--- src/rtl/core/hidp_pkg.sv ---
// Package for the handle-indexed dense pool: sizes, operation codes, status codes.
// Used by rtl/core/handle_indexed_dense_pool.sv. No dependencies.
`default_nettype none

package hidp_pkg;

    localparam int NUM_SLOTS  = 64;
    localparam int DATA_WIDTH = 32;

    // dense slot index and handle/count widths
    localparam int SLOT_W   = $clog2(NUM_SLOTS);
    localparam int HANDLE_W = $clog2(NUM_SLOTS + 1);
    localparam int KIND_W   = 2;
    localparam int STATUS_W = 2;

    localparam logic [KIND_W-1:0] KIND_ADD    = 2'd0;
    localparam logic [KIND_W-1:0] KIND_REMOVE = 2'd1;
    localparam logic [KIND_W-1:0] KIND_GET    = 2'd2;

    localparam logic [STATUS_W-1:0] ST_OK      = 2'd0;
    localparam logic [STATUS_W-1:0] ST_FULL    = 2'd1;
    localparam logic [STATUS_W-1:0] ST_INVALID = 2'd2;

endpackage

`default_nettype wire

--- src/rtl/core/hidp_ram.sv ---
// Generic single-write, single-read synchronous RAM with registered read data.
// No dependencies.
`default_nettype none

module hidp_ram #(
    parameter int WIDTH = 8,
    parameter int DEPTH = 64
) (
    input  wire logic                     clk,
    input  wire logic                     we,
    input  wire logic [$clog2(DEPTH)-1:0] waddr,
    input  wire logic [WIDTH-1:0]         wdata,
    input  wire logic                     re,
    input  wire logic [$clog2(DEPTH)-1:0] raddr,
    output logic      [WIDTH-1:0]         rdata
);

    logic [WIDTH-1:0] mem [DEPTH];

    always_ff @(posedge clk)
    begin
        if (we)
        begin
            mem[waddr] <= wdata;
        end
        if (re)
        begin
            rdata <= mem[raddr];
        end
    end

endmodule

`default_nettype wire

--- src/rtl/core/handle_indexed_dense_pool.sv ---
// Handle-indexed dense pool top level: control sequencer and four table RAMs.
// Depends on hidp_pkg and hidp_ram.
//
// Usage:
//   Input channel (in_valid / in_stall) carries one request item: kind, handle,
//   payload. Output channel (out_valid / out_stall) returns one result item per
//   request: status, out_handle, out_payload, live_count.
//   One request is processed at a time. The table reads are issued in the
//   accept cycle. Add and rejected requests load the result in the execute
//   step. A get reads the item RAM there and returns the data from the get
//   step; a remove writes the tables there and unmaps its handle in the clear
//   step. The steps follow the dependent handle->slot->data reads and the two
//   writes a remove makes to the handle table. A new item is accepted as soon
//   as the sequencer is back in idle, so not while the last one is in progress.
//   The result sits in an output register; the next item is accepted while it
//   waits. If the receiver stalls, the sequencer holds at its final step until
//   the output register frees up, and in_stall stays high meanwhile.
//   Reset clears the per-entry valid bits of the handle table and free stack,
//   so there is no clearing pass: items are accepted the cycle after reset.
`default_nettype none

module handle_indexed_dense_pool (
    input  wire logic                            clk,
    input  wire logic                            rst_n,
    input  wire logic                            in_valid,
    output logic                                 in_stall,
    input  wire logic [hidp_pkg::KIND_W-1:0]     kind,
    input  wire logic [hidp_pkg::HANDLE_W-1:0]   handle,
    input  wire logic [hidp_pkg::DATA_WIDTH-1:0] payload,
    output logic                                 out_valid,
    input  wire logic                            out_stall,
    output logic [hidp_pkg::STATUS_W-1:0]        status,
    output logic [hidp_pkg::HANDLE_W-1:0]        out_handle,
    output logic [hidp_pkg::DATA_WIDTH-1:0]      out_payload,
    output logic [hidp_pkg::HANDLE_W-1:0]        live_count
);

    import hidp_pkg::*;

    localparam logic [1:0] S_IDLE = 2'd0;
    localparam logic [1:0] S_EXEC = 2'd1;
    localparam logic [1:0] S_GET  = 2'd2;
    localparam logic [1:0] S_CLR  = 2'd3;

    localparam logic [HANDLE_W-1:0] FULL_COUNT = HANDLE_W'(NUM_SLOTS);
    localparam logic [HANDLE_W-1:0] ONE_H      = HANDLE_W'(1);

    logic [1:0]            state_reg, state_next;
    logic [HANDLE_W-1:0]   count_reg, count_next;
    logic [KIND_W-1:0]     kind_reg;
    logic [HANDLE_W-1:0]   handle_reg;
    logic [DATA_WIDTH-1:0] payload_reg;

    logic [NUM_SLOTS-1:0]  h2s_vld_reg, fs_vld_reg;
    logic                  h2s_rvld_reg, fs_rvld_reg;

    logic                  out_valid_reg;
    logic [STATUS_W-1:0]   status_reg;
    logic [HANDLE_W-1:0]   out_handle_reg;
    logic [DATA_WIDTH-1:0] out_payload_reg;
    logic [HANDLE_W-1:0]   live_count_reg;

    // RAM ports
    logic                  item_we, item_re;
    logic [SLOT_W-1:0]     item_waddr, item_raddr;
    logic [DATA_WIDTH-1:0] item_wdata, item_rdata;
    logic                  s2h_we, s2h_re;
    logic [SLOT_W-1:0]     s2h_waddr, s2h_raddr;
    logic [HANDLE_W-1:0]   s2h_wdata, s2h_rdata;
    logic                  h2s_we, h2s_re;
    logic [SLOT_W-1:0]     h2s_waddr, h2s_raddr;
    logic [HANDLE_W-1:0]   h2s_wdata, h2s_rdata;
    logic                  fs_we, fs_re;
    logic [SLOT_W-1:0]     fs_waddr, fs_raddr;
    logic [HANDLE_W-1:0]   fs_wdata, fs_rdata;

    logic                  accept;
    logic                  out_free;
    logic                  res_load;
    logic [STATUS_W-1:0]   res_status;
    logic [HANDLE_W-1:0]   res_handle;
    logic [DATA_WIDTH-1:0] res_payload;

    logic                  h_in_range;
    logic [HANDLE_W-1:0]   map_val;
    logic                  hit;
    logic [SLOT_W-1:0]     hit_slot;
    logic [HANDLE_W-1:0]   new_handle;
    logic [HANDLE_W-1:0]   moved;
    logic [HANDLE_W-1:0]   last_idx;
    logic [HANDLE_W-1:0]   h_m1;
    logic [HANDLE_W-1:0]   moved_m1;
    logic [HANDLE_W-1:0]   nh_m1;
    logic [HANDLE_W-1:0]   pop_idx;
    logic [HANDLE_W-1:0]   push_idx;

    assign accept   = in_valid && (state_reg == S_IDLE);
    assign in_stall = (state_reg != S_IDLE);
    assign out_free = !out_valid_reg || !out_stall;

    assign last_idx = count_reg - ONE_H;
    assign h_m1     = handle - ONE_H;
    assign pop_idx  = FULL_COUNT - ONE_H - count_reg;
    assign push_idx = FULL_COUNT - count_reg;

    // lookup of the latched handle
    assign h_in_range = (handle_reg != '0) && (handle_reg <= FULL_COUNT);
    assign map_val    = h2s_rvld_reg ? h2s_rdata : '0;
    assign hit        = h_in_range && (map_val != '0) && (map_val <= count_reg);
    assign hit_slot   = SLOT_W'(map_val - ONE_H);

    // unwritten free-stack entry at pop_idx holds NUM_SLOTS - pop_idx = count + 1
    assign new_handle = fs_rvld_reg ? fs_rdata : (count_reg + ONE_H);
    assign nh_m1      = new_handle - ONE_H;
    assign moved      = s2h_rdata;
    assign moved_m1   = moved - ONE_H;

    always_comb
    begin
        state_next  = state_reg;
        count_next  = count_reg;
        res_load    = 1'b0;
        res_status  = ST_OK;
        res_handle  = handle_reg;
        res_payload = '0;

        item_we    = 1'b0;
        item_waddr = count_reg[SLOT_W-1:0];
        item_wdata = payload_reg;
        item_re    = 1'b0;
        item_raddr = last_idx[SLOT_W-1:0];
        s2h_we     = 1'b0;
        s2h_waddr  = count_reg[SLOT_W-1:0];
        s2h_wdata  = new_handle;
        s2h_re     = 1'b0;
        s2h_raddr  = last_idx[SLOT_W-1:0];
        h2s_we     = 1'b0;
        h2s_waddr  = nh_m1[SLOT_W-1:0];
        h2s_wdata  = count_reg + ONE_H;
        h2s_re     = 1'b0;
        h2s_raddr  = h_m1[SLOT_W-1:0];
        fs_we      = 1'b0;
        fs_waddr   = push_idx[SLOT_W-1:0];
        fs_wdata   = handle_reg;
        fs_re      = 1'b0;
        fs_raddr   = pop_idx[SLOT_W-1:0];

        unique case (state_reg)
            S_IDLE:
            begin
                if (accept)
                begin
                    item_re    = 1'b1;
                    s2h_re     = 1'b1;
                    h2s_re     = 1'b1;
                    fs_re      = 1'b1;
                    state_next = S_EXEC;
                end
            end
            S_EXEC:
            begin
                case (kind_reg)
                    KIND_ADD:
                    begin
                        if (out_free)
                        begin
                            res_load   = 1'b1;
                            state_next = S_IDLE;
                            if (count_reg == FULL_COUNT)
                            begin
                                res_status = ST_FULL;
                                res_handle = '0;
                            end
                            else
                            begin
                                item_we    = 1'b1;
                                s2h_we     = 1'b1;
                                h2s_we     = 1'b1;
                                count_next = count_reg + ONE_H;
                                res_handle = new_handle;
                            end
                        end
                    end
                    KIND_REMOVE:
                    begin
                        if (!hit)
                        begin
                            if (out_free)
                            begin
                                res_load   = 1'b1;
                                res_status = ST_INVALID;
                                state_next = S_IDLE;
                            end
                        end
                        else
                        begin
                            // last item moves into the freed slot
                            item_we    = 1'b1;
                            item_waddr = hit_slot;
                            item_wdata = item_rdata;
                            s2h_we     = 1'b1;
                            s2h_waddr  = hit_slot;
                            s2h_wdata  = moved;
                            h2s_we     = 1'b1;
                            h2s_waddr  = moved_m1[SLOT_W-1:0];
                            h2s_wdata  = map_val;
                            fs_we      = 1'b1;
                            count_next = count_reg - ONE_H;
                            state_next = S_CLR;
                        end
                    end
                    KIND_GET:
                    begin
                        if (!hit)
                        begin
                            if (out_free)
                            begin
                                res_load   = 1'b1;
                                res_status = ST_INVALID;
                                state_next = S_IDLE;
                            end
                        end
                        else
                        begin
                            item_re    = 1'b1;
                            item_raddr = hit_slot;
                            state_next = S_GET;
                        end
                    end
                    default:
                    begin
                        if (out_free)
                        begin
                            res_load   = 1'b1;
                            res_status = ST_INVALID;
                            state_next = S_IDLE;
                        end
                    end
                endcase
            end
            S_GET:
            begin
                if (out_free)
                begin
                    res_load    = 1'b1;
                    res_payload = item_rdata;
                    state_next  = S_IDLE;
                end
            end
            S_CLR:
            begin
                // after the moved handle's update, so a self-move ends unmapped
                h2s_we    = 1'b1;
                h2s_waddr = SLOT_W'(handle_reg - ONE_H);
                h2s_wdata = '0;
                if (out_free)
                begin
                    res_load   = 1'b1;
                    state_next = S_IDLE;
                end
            end
            default:
            begin
                state_next = S_IDLE;
            end
        endcase
    end

    always_ff @(posedge clk or negedge rst_n)
    begin
        if (!rst_n)
        begin
            state_reg     <= S_IDLE;
            count_reg     <= '0;
            h2s_vld_reg   <= '0;
            fs_vld_reg    <= '0;
            h2s_rvld_reg  <= 1'b0;
            fs_rvld_reg   <= 1'b0;
            out_valid_reg <= 1'b0;
        end
        else
        begin
            state_reg <= state_next;
            count_reg <= count_next;
            if (h2s_we)
            begin
                h2s_vld_reg[h2s_waddr] <= 1'b1;
            end
            if (fs_we)
            begin
                fs_vld_reg[fs_waddr] <= 1'b1;
            end
            if (h2s_re)
            begin
                h2s_rvld_reg <= h2s_vld_reg[h2s_raddr];
            end
            if (fs_re)
            begin
                fs_rvld_reg <= fs_vld_reg[fs_raddr];
            end
            if (res_load)
            begin
                out_valid_reg <= 1'b1;
            end
            else if (!out_stall)
            begin
                out_valid_reg <= 1'b0;
            end
        end
    end

    always_ff @(posedge clk)
    begin
        if (accept)
        begin
            kind_reg    <= kind;
            handle_reg  <= handle;
            payload_reg <= payload;
        end
        if (res_load)
        begin
            status_reg      <= res_status;
            out_handle_reg  <= res_handle;
            out_payload_reg <= res_payload;
            live_count_reg  <= count_next;
        end
    end

    assign out_valid   = out_valid_reg;
    assign status      = status_reg;
    assign out_handle  = out_handle_reg;
    assign out_payload = out_payload_reg;
    assign live_count  = live_count_reg;

    hidp_ram #(.WIDTH(DATA_WIDTH), .DEPTH(NUM_SLOTS)) u_item_ram (
        .clk   (clk),
        .we    (item_we),
        .waddr (item_waddr),
        .wdata (item_wdata),
        .re    (item_re),
        .raddr (item_raddr),
        .rdata (item_rdata)
    );

    hidp_ram #(.WIDTH(HANDLE_W), .DEPTH(NUM_SLOTS)) u_s2h_ram (
        .clk   (clk),
        .we    (s2h_we),
        .waddr (s2h_waddr),
        .wdata (s2h_wdata),
        .re    (s2h_re),
        .raddr (s2h_raddr),
        .rdata (s2h_rdata)
    );

    hidp_ram #(.WIDTH(HANDLE_W), .DEPTH(NUM_SLOTS)) u_h2s_ram (
        .clk   (clk),
        .we    (h2s_we),
        .waddr (h2s_waddr),
        .wdata (h2s_wdata),
        .re    (h2s_re),
        .raddr (h2s_raddr),
        .rdata (h2s_rdata)
    );

    hidp_ram #(.WIDTH(HANDLE_W), .DEPTH(NUM_SLOTS)) u_fs_ram (
        .clk   (clk),
        .we    (fs_we),
        .waddr (fs_waddr),
        .wdata (fs_wdata),
        .re    (fs_re),
        .raddr (fs_raddr),
        .rdata (fs_rdata)
    );

endmodule

`default_nettype wire

--- config.mk ---
export PLATFORM = sky130hd
export DESIGN_NAME = handle_indexed_dense_pool
export DESIGN_NICKNAME = d
export VERILOG_FILES = /design/src/rtl/core/hidp_pkg.sv /design/src/rtl/core/hidp_ram.sv /design/src/rtl/core/handle_indexed_dense_pool.sv
export SDC_FILE = /design/constraint.sdc
export NUM_CORES = 2
export LEC_CHECK = 0
export ABC_AREA = 0
export BUFFER_PORTS_ARGS = -buffer_cell sky130_fd_sc_hd__buf_2
export CAP_MARGIN = 20
export CELL_PAD_IN_SITES_DETAIL_PLACEMENT = 1
export CELL_PAD_IN_SITES_GLOBAL_PLACEMENT = 1
export CORE_UTILIZATION = 50
export DETAILED_ROUTE_END_ITERATION = 6
export PLACE_DENSITY = 0.83
export SLEW_MARGIN = 0
export SYNTH_ARGS = -nofsm -noshare
export SYNTH_HDL_FRONTEND = slang
export SYNTH_SLANG_ARGS = --single-unit
--- constraint.sdc ---
create_clock -name clk -period 5.7 [get_ports clk]
set_input_delay 1.71 -clock clk [delete_from_list [all_inputs] [get_ports clk]]
set_output_delay 1.71 -clock clk [all_outputs]
set_load 0.05 [all_outputs]
==> results by stage <==
Min path:
- The critical hold path startpoint is h2s_vld_reg[0].
- The path category of the worst min-delay check is reg -> reg.

Layout:
- In the final layout, the registers with the most flip-flops are u_item_ram.mem: 2048 flops, u_fs_ram.mem: 448 flops, u_h2s_ram.mem: 448 flops.
- Leaving out fill and tap cells, the most frequent cells in the layout are edfxtp_1, nand2_1, mux4_2.
- The flip-flop count of the largest register, all copies and words added is just over 2,000.
- The final standard cell count with taps included and fillers excluded is approximately 13,000.
- The area added between synthesis and finish is 14.5%.
- Summing all multi-input logic gate instances after layout gives 33,100 um^2.
- The net count reported at finish is slightly below 9,000.
- The proportion of layout cells with a drive suffix above 1 is around 22%.
- The register containing the most flip-flops in the final layout is u_item_ram.mem.
- The number of fillers in the final layout is 24,400.
- Cells fill around 58% of the core in the end.
- The commonest non-fill, non-tap cell in the layout is edfxtp_1.
- Registers take 108,000 um^2.

Detailed routing:
- Wires add up to between 500 and 600 mm.
- The detail route stage leaves a number of antenna-violating nets equal to 0.
- The total via count after detailed routing is roughly 95,000.
- The first-pass iteration count of the detailed router is 7.
- The DRC violation count after routing is 6.
- The detailed router finished its first iteration with 18,600 violations.
- The via density per instance is ~7.4.
- The final routed wire length divided by cell count is 43.2 um.

Setup path:
- The most critical setup path has its startpoint at h2s_rvld_reg.
- The largest stage delay on the critical path is between 0.8 and 0.9 ns.
- Measured in cells, the most critical reg-to-reg path has a length of 15.
- The worst register-to-register path ends at u_item_ram.rdata[8].
- Traced cell by cell, the critical path runs through and2_1 -> ha_1 -> o21ai_0 -> a211oi_1 -> nand3_2 -> a21o_1 -> buf_4 -> o21ai_4 -> buf_12 -> buf_12 -> nand2_1 -> nand3_1 -> a31oi_1 -> o21ai_0 -> o221a_2.
- Along the worst path, the maximum fanout reaches 86.
- The startpoint identified for the worst register-to-register timing path is h2s_rvld_reg.
- The family of cells with the greatest summed delay on the critical path is compound AO/OA/AOI/OAI gates.
- The slack of the worst reg-to-reg path is -0.32 ns.
- The end point of the critical path is u_item_ram.rdata[8].
- By startpoint and endpoint, the worst setup path is classified as reg -> reg.
- For this design, the slowest cell found on the critical path is o21ai_0.
- The type of destination of the critical path is a flip-flop.
- The startpoint type of the worst setup path is a flip-flop.
- The endpoint arrival time on the critical path is 6.80 ns.
- The data required time of the worst path is 6.47 ns.
- The total buffers and inverters traversed by the critical path is 3.
- Counting buffers and inverters, the worst setup path is 15 cells deep.

CTS:
- After clock tree synthesis, the flow added hold-fix buffers numbering 0.
- CTS built an H-tree with a depth of 5.
- CTS placed an instance of clkbuf_16 at the clock tree root.
- The number of buffers between clock root and the deepest sink is 4.
- Clock-pin slew was measured on the worst setup and hold paths at ~0.080 ns.
- The number of sinks handled by clock tree synthesis is 3,609.
- TritonCTS built the clock tree.
- The insertion delay of the later-clocked pin in the worst-skew pair is 0.94 ns.
- The number of buffers created by CTS is between 300 and 400.

Logic synthesis:
- The number of enable flip-flop cells after synthesis is 3,469.
- The sequential area share after synthesis is 75.9%.
- Counting flops and latches in the post-synthesis netlist gives 3,609.
- The top cell type by area accounts for 73.4% of the synthesized area.
- After technology mapping, the gate count stands at 8,181.
- After synthesis, the netlist uses 88 different library cells.
- The fraction of registers with async set/reset is 3.88%.
- edfxtp_1 takes more of the synthesized area than any other cell.
- Ranked by total cell area, the synthesized netlist is headed by edfxtp_1, mux4_2, nand2_1.
- The average instance in the mapped netlist occupies 17.3 um^2.
- For this run, the leading register cell type out of synthesis is edfxtp_1.
- The total nets after synthesis is approximately 8,200.
- During synthesis, Yosys emitted a total of 0 warnings.
- The post-synthesis cell area is around 140,000 um^2.

GRT:
- The via count of the first global-routing pass is 93,900.
- The first global-routing pass estimated between 700 and 800 mm of wire.
- The initial antenna violation count is about 50.
- Entering global routing, the biggest net connects 109 pins.
- The aggregate global routing overflow is 0.
- Global routing used 35.5% of the available tracks.

Floorplanning:
- The initial cell density of the core is approximately half.
- For this design the top-level I/O count stands at 95.
- The die is approximately 530 um tall.
- The floorplan has 195 rows.
- The die width is about 530 um.
- In this run the standard cell core region covers between 200,000 and 300,000 um^2.
- The die covers 286,000 um^2.

Place:
- The global placement routability congestion is 0.924.
- The number of buffers inserted by port buffering is 94.
- Timing analysis after detailed placement gives a worst setup slack of -0.117 ns.
- The number of placed instances with taps included is 12,000.
- Summed over all nets, the half-perimeter wirelength after detailed placement is 267 mm.

STA:
- The post-layout minimum cycle time is 6.02 ns.
- Static timing analysis puts the maximum clock frequency at 166 MHz.
- The number of failing setup endpoints in the final timing report is 775.
- The worst pin sits at a relative slew slack of 15.2%.
- The final-report hold violation count is 0.
- After layout, the worst setup slack is -0.324 ns.
- The number of pins exceeding their max-slew limit in the final report came to 0.
- After layout, the worst path uses 106% of the clock period.
- The final worst clock skew is 0.0731 ns.
- At the pin with the least slew margin, the transition time is roughly 1.3 ns.
- On the final layout, the worst hold slack is 0.460 ns.

Outcome:
- The checks that failed: DRC, setup timing.
- The flow ran to the end, but the final reports show violations.

Pwr:
- Summing internal, switching and leakage power gives approximately 0.10 W.
- The worst vdd rail ir drop is 0.000624 V.
- Power spread over the standard cell area amounts to 634 nW/um^2.
- The static leakage is between 50 and 60 nW.

Job:
- The tool flagged a number of max-cap violations equal to 0.
==> kinds of logic after synthesis <==
logic type	synth area share, %
AOI/OAI and AO/OA	3.96
xor gates and xnor gates	0.197
adders and majority gates	0.113
buffers and inverters	1.62
DFF	75.9
muxes	11.3
and+or+nand+nor	6.91
==> final cells by class <==
| cell class | instances | area share [%] |
|---|---|---|
| Sequential cell | 3609 | 66.2 |
| Multi-Input combinational cell | 4081 | 20.3 |
| Clock buffer | 463 | 6.04 |
| Timing Repair Buffer | 557 | 3.35 |
| Tap cell | 3743 | 2.88 |
| Clock inverter | 182 | 1.04 |
| Inverter | 26 | 0.0608 |
| Antenna cell | 32 | 0.0493 |
==> worst min path at each step <==
stage / endpoint / cells past startpoint
floorplan: h2s_vld_reg[0] / 1
global placement: h2s_vld_reg[16] / 1
detailed placement: h2s_vld_reg[0] / 1
CTS: h2s_vld_reg[0] / 1
global route: fs_vld_reg[59] / 1
finish: h2s_vld_reg[0] / 1
==> synth_stat cells (11+ instances only) <==
library cell and count:
edfxtp_1 3469, nand2_1 1204, mux4_2 487, nand3_1 464, mux2i_1 396, nor2_1 240
a21oi_1 232, clkbuf_1 193, dfrtp_1 140, buf_2 125, or2_2 124, mux2_2 104
o221ai_1 97, buf_1 84, a31oi_1 81, o21ai_0 78, o22ai_1 69, and2_1 54
buf_4 49, nor3_1 46, and3_1 44, a221oi_1 27, inv_1 25, a41oi_1 24
o41ai_1 24, xnor2_1 21, a211oi_1 15, a32oi_1 14, o211a_1 14, buf_6 13
ha_1 12, nand4_1 12, nor4_1 12, a311oi_1 11, o21a_1 11, xor2_1 11
==> timing repair <==
action / in CTS / in global routing
gates resized for setup: 23 / 51
endpoints found under the setup margin: 632 / 2280
pin swaps: 1 / 3
setup buffers: 8 / 5
gates cloned: 1 / 1
==> routing by layer <==
| layer | vias up | global-route usage, % | share of wire [%] |
|---|---|---|---|
| met5 | - | 0 | 0.073 |
| met2 | 11400 | 54.9 | 45 |
| met1 | 46600 | 43.0 | 31 |
| met4 | 38 | 25.0 | 9.3 |
| li1 | 33100 | - | - |
| met3 | 3383 | 10.5 | 15 |
==> per-stage QoR <==
stage / instance area (um^2) / setup TNS, ns
after detailed placement: 150000 / -0.262
after global placement: 150000 / -0.129
after floorplan: 142000 / -117.38
after CTS: 162000 / -36.43
final: 163000 / -74.28
after global routing: 163000 / -17.64
==> power breakdown <==
group | internal, W | switching, W | total (W) | leakage, nW
Sequential | 0.0309 | 0.000677 | 0.0316 | 33.2
Combinational | 0.0136 | 0.0327 | 0.0464 | 15.2
Clock | 0.0135 | 0.0115 | 0.0251 | 5.62
Total | 0.0581 | 0.0449 | 0.103 | 54.1
(Power assumes the default switching activity.)
